**src/hdl/ipr_pkg.sv**
```systemverilog
`default_nettype none

package ipr_pkg;

  localparam int DataW       = 8;
  localparam int ColW        = 11;
  localparam int RowW        = 12;
  localparam int CfgWidthW   = 12;
  localparam int CfgHeightW  = 13;
  localparam int CfgIndexW   = 4;
  localparam int CfgDataW    = 13;

  localparam int MaxWidthDef   = 2048;
  localparam int HeightLimit   = 4096;
  localparam int DefaultWidth  = 2048;
  localparam int DefaultHeight = 2048;

  // Fewer than this many nonzero neighbours marks a pixel as isolated.
  localparam int MinNeighbours = 2;
  localparam int MaxResults    = 3;
  localparam int QueueDepth    = 8;

  typedef enum logic [CfgIndexW-1:0] {
    CFG_FRAME_WIDTH  = 4'd0,
    CFG_FRAME_HEIGHT = 4'd1
  } cfg_idx_e;

  // One line store entry: the row above and the row two above.
  typedef struct packed {
    logic [DataW-1:0] above;
    logic [DataW-1:0] two_above;
  } line_entry_t;

  // Pixel in flight between acceptance and the window update.
  typedef struct packed {
    logic [DataW-1:0]     pix;
    logic [CfgWidthW-1:0] x;
    logic [RowW-1:0]      y;
    logic                 has_center;
    logic                 interior;
    logic                 row_end;
    logic                 bottom;
  } stage_t;

  typedef struct packed {
    logic [DataW-1:0] pixel;
    logic [ColW-1:0]  column;
    logic [RowW-1:0]  row;
    logic             last;
    logic             frame_end;
  } result_t;

endpackage

`default_nettype wire

```
**src/hdl/ipr_out_queue.sv**
```systemverilog
`default_nettype none

module ipr_out_queue (
  input  wire logic                  clk_i,
  input  wire logic                  rst_ni,
  input  wire ipr_pkg::result_t [2:0] push_data_i,
  input  wire logic [2:0]            push_valid_i,
  output logic [$clog2(ipr_pkg::QueueDepth+1)-1:0] count_o,
  output logic                       out_valid_o,
  input  wire logic                  out_ready_i,
  output ipr_pkg::result_t           out_data_o
);

  localparam int PtrW = $clog2(ipr_pkg::QueueDepth);
  localparam int CntW = $clog2(ipr_pkg::QueueDepth + 1);

  ipr_pkg::result_t entries [ipr_pkg::QueueDepth];
  logic [PtrW-1:0]  wr_ptr_q, wr_ptr_d;
  logic [PtrW-1:0]  rd_ptr_q, rd_ptr_d;
  logic [CntW-1:0]  cnt_q, cnt_d;
  logic [PtrW-1:0]  off [3];
  logic [CntW-1:0]  push_n;
  logic             pop;

  // Valid results are packed into consecutive slots in their order.
  always_comb begin
    off[0] = '0;
    off[1] = PtrW'(push_valid_i[0]);
    off[2] = PtrW'(push_valid_i[0]) + PtrW'(push_valid_i[1]);
    push_n = CntW'(push_valid_i[0]) + CntW'(push_valid_i[1]) + CntW'(push_valid_i[2]);
  end

  assign pop      = out_valid_o && out_ready_i;
  assign wr_ptr_d = wr_ptr_q + PtrW'(push_n);
  assign rd_ptr_d = pop ? rd_ptr_q + 1'b1 : rd_ptr_q;
  assign cnt_d    = cnt_q + push_n - CntW'(pop);

  always_ff @(posedge clk_i) begin
    for (int k = 0; k < 3; k++) begin
      if (push_valid_i[k]) begin
        entries[wr_ptr_q + off[k]] <= push_data_i[k];
      end
    end
  end

  always_ff @(posedge clk_i or negedge rst_ni) begin
    if (!rst_ni) begin
      wr_ptr_q <= '0;
      rd_ptr_q <= '0;
      cnt_q    <= '0;
    end else begin
      wr_ptr_q <= wr_ptr_d;
      rd_ptr_q <= rd_ptr_d;
      cnt_q    <= cnt_d;
    end
  end

  assign count_o     = cnt_q;
  assign out_valid_o = cnt_q != '0;
  assign out_data_o  = entries[rd_ptr_q];

endmodule

`default_nettype wire

```
**config.mk**
```make
export PLATFORM = sky130hd
export DESIGN_NAME = ipr_out_queue
export DESIGN_NICKNAME = d
export VERILOG_FILES = /design/src/hdl/ipr_pkg.sv /design/src/hdl/ipr_out_queue.sv
export SDC_FILE = /design/constraint.sdc
export NUM_CORES = 1
export LEC_CHECK = 0
export ABC_AREA = 1
export BUFFER_PORTS_ARGS = -buffer_cell sky130_fd_sc_hd__buf_2
export CAP_MARGIN = 20
export CORE_UTILIZATION = 35
export CTS_BUF_LIST = sky130_fd_sc_hd__clkbuf_2 sky130_fd_sc_hd__clkbuf_4 sky130_fd_sc_hd__clkbuf_8
export CTS_CLUSTER_SIZE = 16
export DETAILED_ROUTE_END_ITERATION = 6
export GPL_TIMING_DRIVEN = 0
export PLACE_DENSITY = 0.63
export SLEW_MARGIN = 30
export SYNTH_ARGS = -nofsm -noshare
export SYNTH_HDL_FRONTEND = slang
export SYNTH_SLANG_ARGS = --single-unit
```
**constraint.sdc**
```tcl
create_clock -name clk_i -period 3.6 [get_ports clk_i]
set_input_delay 0 -clock clk_i [delete_from_list [all_inputs] [get_ports clk_i]]
set_output_delay 0 -clock clk_i [all_outputs]
set_load 0.01 [all_outputs]
```
# Yosys cells after proc, flatten, opt, wreduce, memory -nomap -nowiden
# Memory sizes are Yosys's and may differ from the RTL's.
# Cells that the tools add are included.
# totals
n_memories	1
ff_bits	10
word_cells	21
ramBits	264
in_bits	105
# classes
muxes	6
reduce_logical	2
n_addsub	9
# mem_list
memory	words	word_bits	rd	rd_clocked_by_memory_dff	write_ports	line_no	rtl
entries	8	33	1	0	3	ipr_out_queue.sv:17	ipr_pkg::result_t entries [ipr_pkg::QueueDepth];
# ops
cell	count
2-to-1 mux 1 bit	6
adder 1 x 1 -> 2 bit	2
adder 4 x 3 -> 4 bit	1
nonzero test 4 bit	1
subtractor 4 x 1 -> 4 bit	1
adder 2 x 1 -> 3 bit	1
adder 3 x 1 -> 3 bit	1
adder 3 x 1 -> 3 bit (second input constant)	1
adder 3 x 2 -> 3 bit	1
adder 3 bit	1
logical AND 1 bit	1

# Longest topological paths before layout
# Gate-level depths: netlist of the first run.
# logic_depth
ltp_word	4
mapped_depth	11
depth_no_buf	11

# Worst setup path before layout of the first run
# OpenSTA, ideal clock, no wires.
# synth_timing
path_type	flip-flop to flip-flop
startpoint	register wr_ptr_q[0]
endpoint	memory entries[1][0] (netlist name) (enable)
arrival_ns	2.692
setup_slack_ns	0.338
stages_incl_launch_ff	8
synth_period_minus_slack_ns	3.262
setup_time_ns	0.570
cell_sequence	dfrtp_1 fa_1 ha_1 clkbuf_1 inv_1 nand3_2 clkbuf_1 nand3_1
# synth_lines
element	line_no	rtl
start, declared	ipr_out_queue.sv:18	logic [PtrW-1:0] wr_ptr_q, wr_ptr_d;
start signal, assigned	ipr_out_queue.sv:52	wr_ptr_q <= wr_ptr_d;
end, declared	ipr_out_queue.sv:17	

==> impl_metrics.env, run 1 <==
export IMPL_fin_nets=2964
export IMPL_rsz0062_at_grt="no"
export IMPL_pwr_share_clk_pct=13.6
export IMPL_critPathLaunch="wr_ptr_q[0]"
export IMPL_cts_made_buffers=49
export IMPL_cts_buffer_depth=3
export IMPL_dr_pass1_iters=7
export IMPL_drive_gt1_share_pct=11.75
export IMPL_vias=20640
export IMPL_setup_viol=0
export IMPL_whs_ns=0.2104
export IMPL_cp_start_kind="flip-flop"
export IMPL_fill_cells=5252
export IMPL_grt_usage_pct=32.84
export IMPL_met3_length_um=10870
export IMPL_cp_depth=8
export IMPL_cts_sinks=274
export IMPL_fin_skew_ns=0.03306
export IMPL_worst_path_buf_inv=3
export IMPL_clock_latency_ns=0.68
export IMPL_crit_family="buffers and inverters"
export IMPL_grt_pass1_vias=19790
export IMPL_finalWirelength_um=88540
export IMPL_path_cells="ha_1 -> nor2_2 -> buf_2 -> clkbuf_1 -> nand4_1 -> nand3_1 -> dlygate4sd3_1 -> nand2_1"
export IMPL_final_period_utilization_pct=98.67
export IMPL_area_growth_pct=23.32
export IMPL_ir_drop_mv=0.6758
export IMPL_rrSetupSlack_ns=0.05
export IMPL_max_stage_delay_ns=0.58
export IMPL_status="complete, but fails checks"
export IMPL_final_cell_mix="nand2_1, nand3_1, nand4_1, edfxtp_1, nor2_1"
export IMPL_critPathRequiredTime_ns=4.00
export IMPL_timing_rr_start="wr_ptr_q[0]"
export IMPL_routedWlPerCell_um=24.89
export IMPL_rows=83
export IMPL_ys_seq_area_share_pct=44.81
export IMPL_cts_tree="built"
export IMPL_holdCritPathClass="in2reg"
export IMPL_crit_end="entries[6][31]"
export IMPL_arrival_ns=3.96
export IMPL_p_seq_share_pct=27.0
export IMPL_worstMarginPinSlew_ns=1.066
export IMPL_min_period_ns=3.552
export IMPL_critPathKind="reg2reg"
export IMPL_cp_slowest_cell="clkbuf_1"
export IMPL_max_cap_violations=0
export IMPL_leakage_nw=9.876
export IMPL_violations="design-rule violations"
export IMPL_fmax_mhz=281.5
export IMPL_io_buffer_count=109
export IMPL_crit_path_max_fanout=10
export IMPL_globalplace_congestion=1.011
export IMPL_htree_levels=2
export IMPL_wl_met1_um=33710
export IMPL_cp_end_kind="flip-flop"
export IMPL_dieWidth_um=230.4
export IMPL_synth_fp_nets=2633
export IMPL_dr_wl_met2_um=39290
export IMPL_grt_max_degree=27
export IMPL_start_util_pct=35.50
export IMPL_drt_vias_per_instance=5.802
export IMPL_cts_root_buf="clkbuf_8"
export IMPL_ys_warnings_count=0
export IMPL_post_cts_buffers=0
export IMPL_yosysUniqueCellTypes=25
export IMPL_grt_pass1_wl_um=128000
export IMPL_ys_seq_elements=274
export IMPL_relSlewSlack_pct=28.93
export IMPL_antenna_left=0
export IMPL_chipHeight_um=230.4
export IMPL_syn_cell_area_mm2=0.01825
export IMPL_switching_power_mw=11.73
export IMPL_antenna_found_initial=4
export IMPL_hpwl_um=60170
export IMPL_p_int_mw=10.70
export IMPL_slew_violations=0
export IMPL_mostFrequentLayoutCell="nand2_1"
export IMPL_drc_errors=1
export IMPL_hold_viol_final=0
export IMPL_p_per_area_mw_per_mm2=996.6
export IMPL_clkTransAtPathRegs_ns=0.06
export IMPL_first_iter_violations=3003
export IMPL_syn_area_per_cell_um2=7.263
export IMPL_r2r_end="entries[6][31]"
export IMPL_p_sw_share_pct=52.29
export IMPL_pin_count=143
export IMPL_overflow=0
export IMPL_syn_inst=2513
export IMPL_coreArea_mm2=0.05141
export IMPL_total_power_mw=22.43
export IMPL_pwr_share_comb_pct=59.4
export IMPL_die_area_mm2=0.05306
export IMPL_top_layer_used="met5"
export IMPL_worstRegToRegCells=8
-- kinds of logic after synthesis --
family | count (synthesis) | share of synthesized area, %
XOR/XNOR | 7 | 0.4183
adder cells (fa/ha/maj) | 15 | 1.193
flip-flops | 274 | 44.81
buffers and inverters | 345 | 7.843
AO/OA/AOI/OAI | 199 | 5.457
AND/OR/NAND/NOR | 1673 | 40.28
-- worst min path at each step --
stage | startpoint | endpoint | slack [ns] | cells after the start
finish | push_valid_i[0] | entries[6][27] | 0.21 | 5
global route | push_valid_i[0] | entries[6][29] | 0.23 | 5
global placement | rst_ni | count_o[3] | -0.13 | 1
floorplan | rst_ni | count_o[0] | -0.30 | 0
CTS | push_valid_i[0] | entries[6][27] | 0.19 | 5
detailed placement | rst_ni | count_o[2] | -0.12 | 1
-- synth_stat cells (all sizes together) --
cell type  number  area (um2)
a21oi           1       5.000
buf            99       470.5
nor2          206       775.8
nand3         291        1496
clkbuf        144       578.1
nand2         912        3428
o21ai         198       991.0
dfrtp          10       250.2
xor2            3       33.79
inv           102       382.9
ha             11       137.6
xnor2           4       42.55
fa              4       80.08
nand4         264        1652
edfxtp        264        7928
-- what timing repair did --
item,CTS,global route
resized for setup,0,17
setup endpoints to repair,0,81
hold buffers,163,0
hold endpoints to repair,278,0
-- routing by layer --
metal	up-vias	track usage [%]
met5	-	0.9191
met4	6	16.20
met3	331	9.017
met2	1514	51.18
met1	9571	41.74
li1	9216	-
-- power by group through the flow --
stage          clock (mW)  sequential [mW]  combinational, mW
6_report             3.06             6.05               13.3
5_1_grt              3.18             6.15               14.0
4_1_cts              3.05             6.04               12.8
3_5_place_dp            0             6.09               12.3
3_3_place_gp            0             6.22               11.7
2_1_floorplan           0             6.06               6.85
-- tightest hold or removal path, delay by kind of cell --
kind / cells / cell delay [ns]
simple gates: 3 / 0.41
buf+inv: 2 / 0.24
-- per-stage QoR --
step                cells  util, %  setup slack [ns]  cell area, um2  setup TNS (ns)
finish               3557    43.78           0.04800           22510               0
global route         3557    43.78          0.009411           22510               0
CTS                  3556    43.76           0.04516           22490               0
detailed placement   3310    38.73           0.05732           19910               0
global placement     3302    38.22            -1.621           19650         -369.29
floorplan            2513        -            0.3380           18250               0
-- final cells by class --
class | instances | area (um2) | area share (%)
Clock inverter | 20 | 167.7 | 0.7449
Antenna cell | 1 | 2.502 | 0.01112
Clock buffer | 63 | 785.8 | 3.491
Multi-Input combinational cell | 1894 | 8742 | 38.84
Inverter | 102 | 382.9 | 1.701
Buffer | 243 | 1060 | 4.709
Tap cell | 680 | 850.8 | 3.780
Timing Repair Buffer | 280 | 2337 | 10.38
Sequential cell | 274 | 8178 | 36.34
-- sequential cells by signal, summed over array words and instances, names as in the netlist --
signal and flops:
wr_ptr_q 3, rd_ptr_q 3, entries 264, count_o 4
Power figures use the tool's default switching activity.
==> run 2, diff against run 1 <==
Settings changed: CELL_PAD_IN_SITES_DETAIL_PLACEMENT from default to 0, CELL_PAD_IN_SITES_GLOBAL_PLACEMENT from default to 1, PLACE_DENSITY 0.63 to 0.78.
==> run 2 against run 1 <==
Net effect: the run ends with design-rule violations, negative setup slack left; worst setup slack got worse by 0.17 ns; combinational power about the same; global-route usage shrank 0.91 points; flip-flop and latch count is the same; sequential share of layout area about the same; clock power down 2%; first-iteration DRC count decreased by 6.8%; power is 1.8% lower; design area is 0.13% lower; count of clock-buffer cells in the layout grew 2; sequential power is essentially flat; critical endpoint is now entries[7][5]; largest cell class unchanged.
==> impl_metrics.env, run 2 (synthesis results as in run 1) <==
export IMPL_status="complete, but fails checks"
export IMPL_violations="design-rule violations, negative setup slack"
export IMPL_clkTransAtPathRegs_ns=0.06
export IMPL_cts_made_buffers=50
export IMPL_clock_latency_ns=0.69
export IMPL_io_buffer_count=109
export IMPL_antenna_found_initial=3
export IMPL_cts_buffer_depth=3
export IMPL_drc_errors=2
export IMPL_first_iter_violations=2800
export IMPL_dr_pass1_iters=7
export IMPL_final_period_utilization_pct=103.4
export IMPL_finalWirelength_um=86230
export IMPL_fill_cells=5275
export IMPL_cp_end_kind="flip-flop"
export IMPL_routedWlPerCell_um=24.21
export IMPL_pwr_share_clk_pct=13.6
export IMPL_final_cell_mix="nand2_1, nand3_1, nand4_1, edfxtp_1, nor2_1"
export IMPL_hpwl_um=59220
export IMPL_die_area_mm2=0.05306
export IMPL_fin_ws_ns=-0.1239
export IMPL_grt_max_degree=34
export IMPL_rrSetupSlack_ns=-0.12
export IMPL_min_path_cells=4
export IMPL_arrival_ns=4.14
export IMPL_drive_gt1_share_pct=11.94
export IMPL_worstRegToRegCells=9
export IMPL_coreArea_mm2=0.05141
export IMPL_grt_pass1_wl_um=124700
export IMPL_max_cap_violations=0
export IMPL_fin_skew_ns=0.03773
export IMPL_cts_root_buf="clkbuf_8"
export IMPL_globalplace_congestion=0.9608
export IMPL_dieWidth_um=230.4
export IMPL_finalNonFillerCells=3562
export IMPL_htree_levels=2
export IMPL_cp_start_kind="flip-flop"
export IMPL_min_period_ns=3.724
export IMPL_pin_count=143
export IMPL_switching_power_mw=11.46
export IMPL_fin_setup_tns_ns=-1.041
export IMPL_start_util_pct=35.50
export IMPL_cts_sinks=274
export IMPL_mostFrequentLayoutCell="nand2_1"
export IMPL_drt_vias_per_instance=5.768
export IMPL_grt_usage_pct=31.93
export IMPL_rows=83
export IMPL_area_growth_pct=23.15
export IMPL_chipHeight_um=230.4
export IMPL_worstMarginPinSlew_ns=0.9224
export IMPL_fin_nets=2963
export IMPL_hold_viol_final=0
export IMPL_critPathKind="reg2reg"
export IMPL_placedCellCount=3308
export IMPL_rsz0062_at_grt="yes"
export IMPL_relSlewSlack_pct=38.50
export IMPL_p_int_mw=10.56
export IMPL_cts_tree="built"
export IMPL_antenna_left=0
export IMPL_p_sw_share_pct=52.02
export IMPL_setup_viol=15
export IMPL_overflow=0
export IMPL_p_per_area_mw_per_mm2=979.6
export IMPL_vias=20550
export IMPL_fmax_mhz=268.5
export IMPL_largest_reg_flops=264
export IMPL_crit_path_max_fanout=10
export IMPL_ir_drop_mv=0.6237
export IMPL_p_seq_share_pct=27.4
export IMPL_holdCritPathClass="in2reg"
export IMPL_pwr_share_comb_pct=59.0
export IMPL_slew_violations=0
export IMPL_grt_pass1_vias=19970
export IMPL_leakage_nw=9.880
export IMPL_critPathRequiredTime_ns=4.01
## run 2: cell count changes in the layout (fill, tap and decap cells not counted), moves of 2 or more
| cell | delta |
|---|---|
| buf_12 | -3 |
| buf_1 | +2 |
| clkbuf_2 | +3 |
| bufinv_16 | -2 |
| clkinv_1 | +3 |
| clkinv_2 | +4 |
| clkbuf_1 | -5 |
## run 2: through the flow
stage               setup slack [ns]  util (%)  total power [mW]  hold slack [ns]  instance area (um2)
floorplan                     0.3380         -             12.92          -0.2956                18250
global placement              -1.473     38.22             17.76          -0.1285                19650
detailed placement           0.04948     38.66             18.14          -0.1183                19880
CTS                          0.02017     43.66             21.53           0.2571                22440
global route                 -0.1633     43.72             23.05           0.3056                22480
finish                       -0.1239     43.72             22.02           0.2657                22480
## run 2: area by class of cell
class | instances | area (um2) | share of cell area [%]
inverters | 102 | 382.9 | 1.703
plain buffers | 243 | 1064 | 4.732
repair buffers | 277 | 2295 | 10.21
clock inverters | 25 | 137.6 | 0.6123
clock buffers | 65 | 807.0 | 3.591
multi-input cells | 1895 | 8760 | 38.97
well taps | 680 | 850.8 | 3.785
flip-flops and latches | 274 | 8178 | 36.38
diodes | 1 | 2.502 | 0.01113
## run 2: power by group through the flow
stage / Sequential, mW / Clock, mW / Combinational, mW
after floorplan: 6.06 / 0 / 6.85
after global placement: 6.21 / 0 / 11.6
after detailed placement: 6.10 / 0 / 12.0
after CTS: 6.04 / 2.97 / 12.5
after global routing: 6.15 / 3.11 / 13.8
final: 6.04 / 2.99 / 13.0
## run 2: per-layer routing
metal  track usage (%)  up-vias  share of wire (%)
li1                  -     9225                  -
met1             39.61     9597                 38
met2             51.39     1417                 45
met3             8.449      304                 12
met4             15.44        2                4.8
met5                 0        -              0.013
## run 2: final timing paths
path	from	end
max	wr_ptr_q[0]	entries[7][5]
min	push_data_i[88]	entries[0][22]
max reg2reg	wr_ptr_q[0]	entries[7][5]
min reg2reg	count_o[0]	count_o[0]
max in group asynchronous	rst_ni	rd_ptr_q[2]
min in group asynchronous	rst_ni	count_o[1]
## run 2: what timing repair did
action	4_1_cts	5_1_grt
hold endpoints to repair	278	0
hold buffers	162	0
gates resized for setup	0	26
setup buffers	0	0
endpoints found under the setup margin	0	137
## run 2: critical path: stages (launching register included)
cell           delay, ns
dfrtp_1             0.51
ha_1                0.26
ha_1                0.30
buf_2               0.23
buf_1               0.58
buf_1               0.66
nand4_1             0.18
nand3_1             0.13
dlygate4sd3_1       0.57
nand2_1             0.05
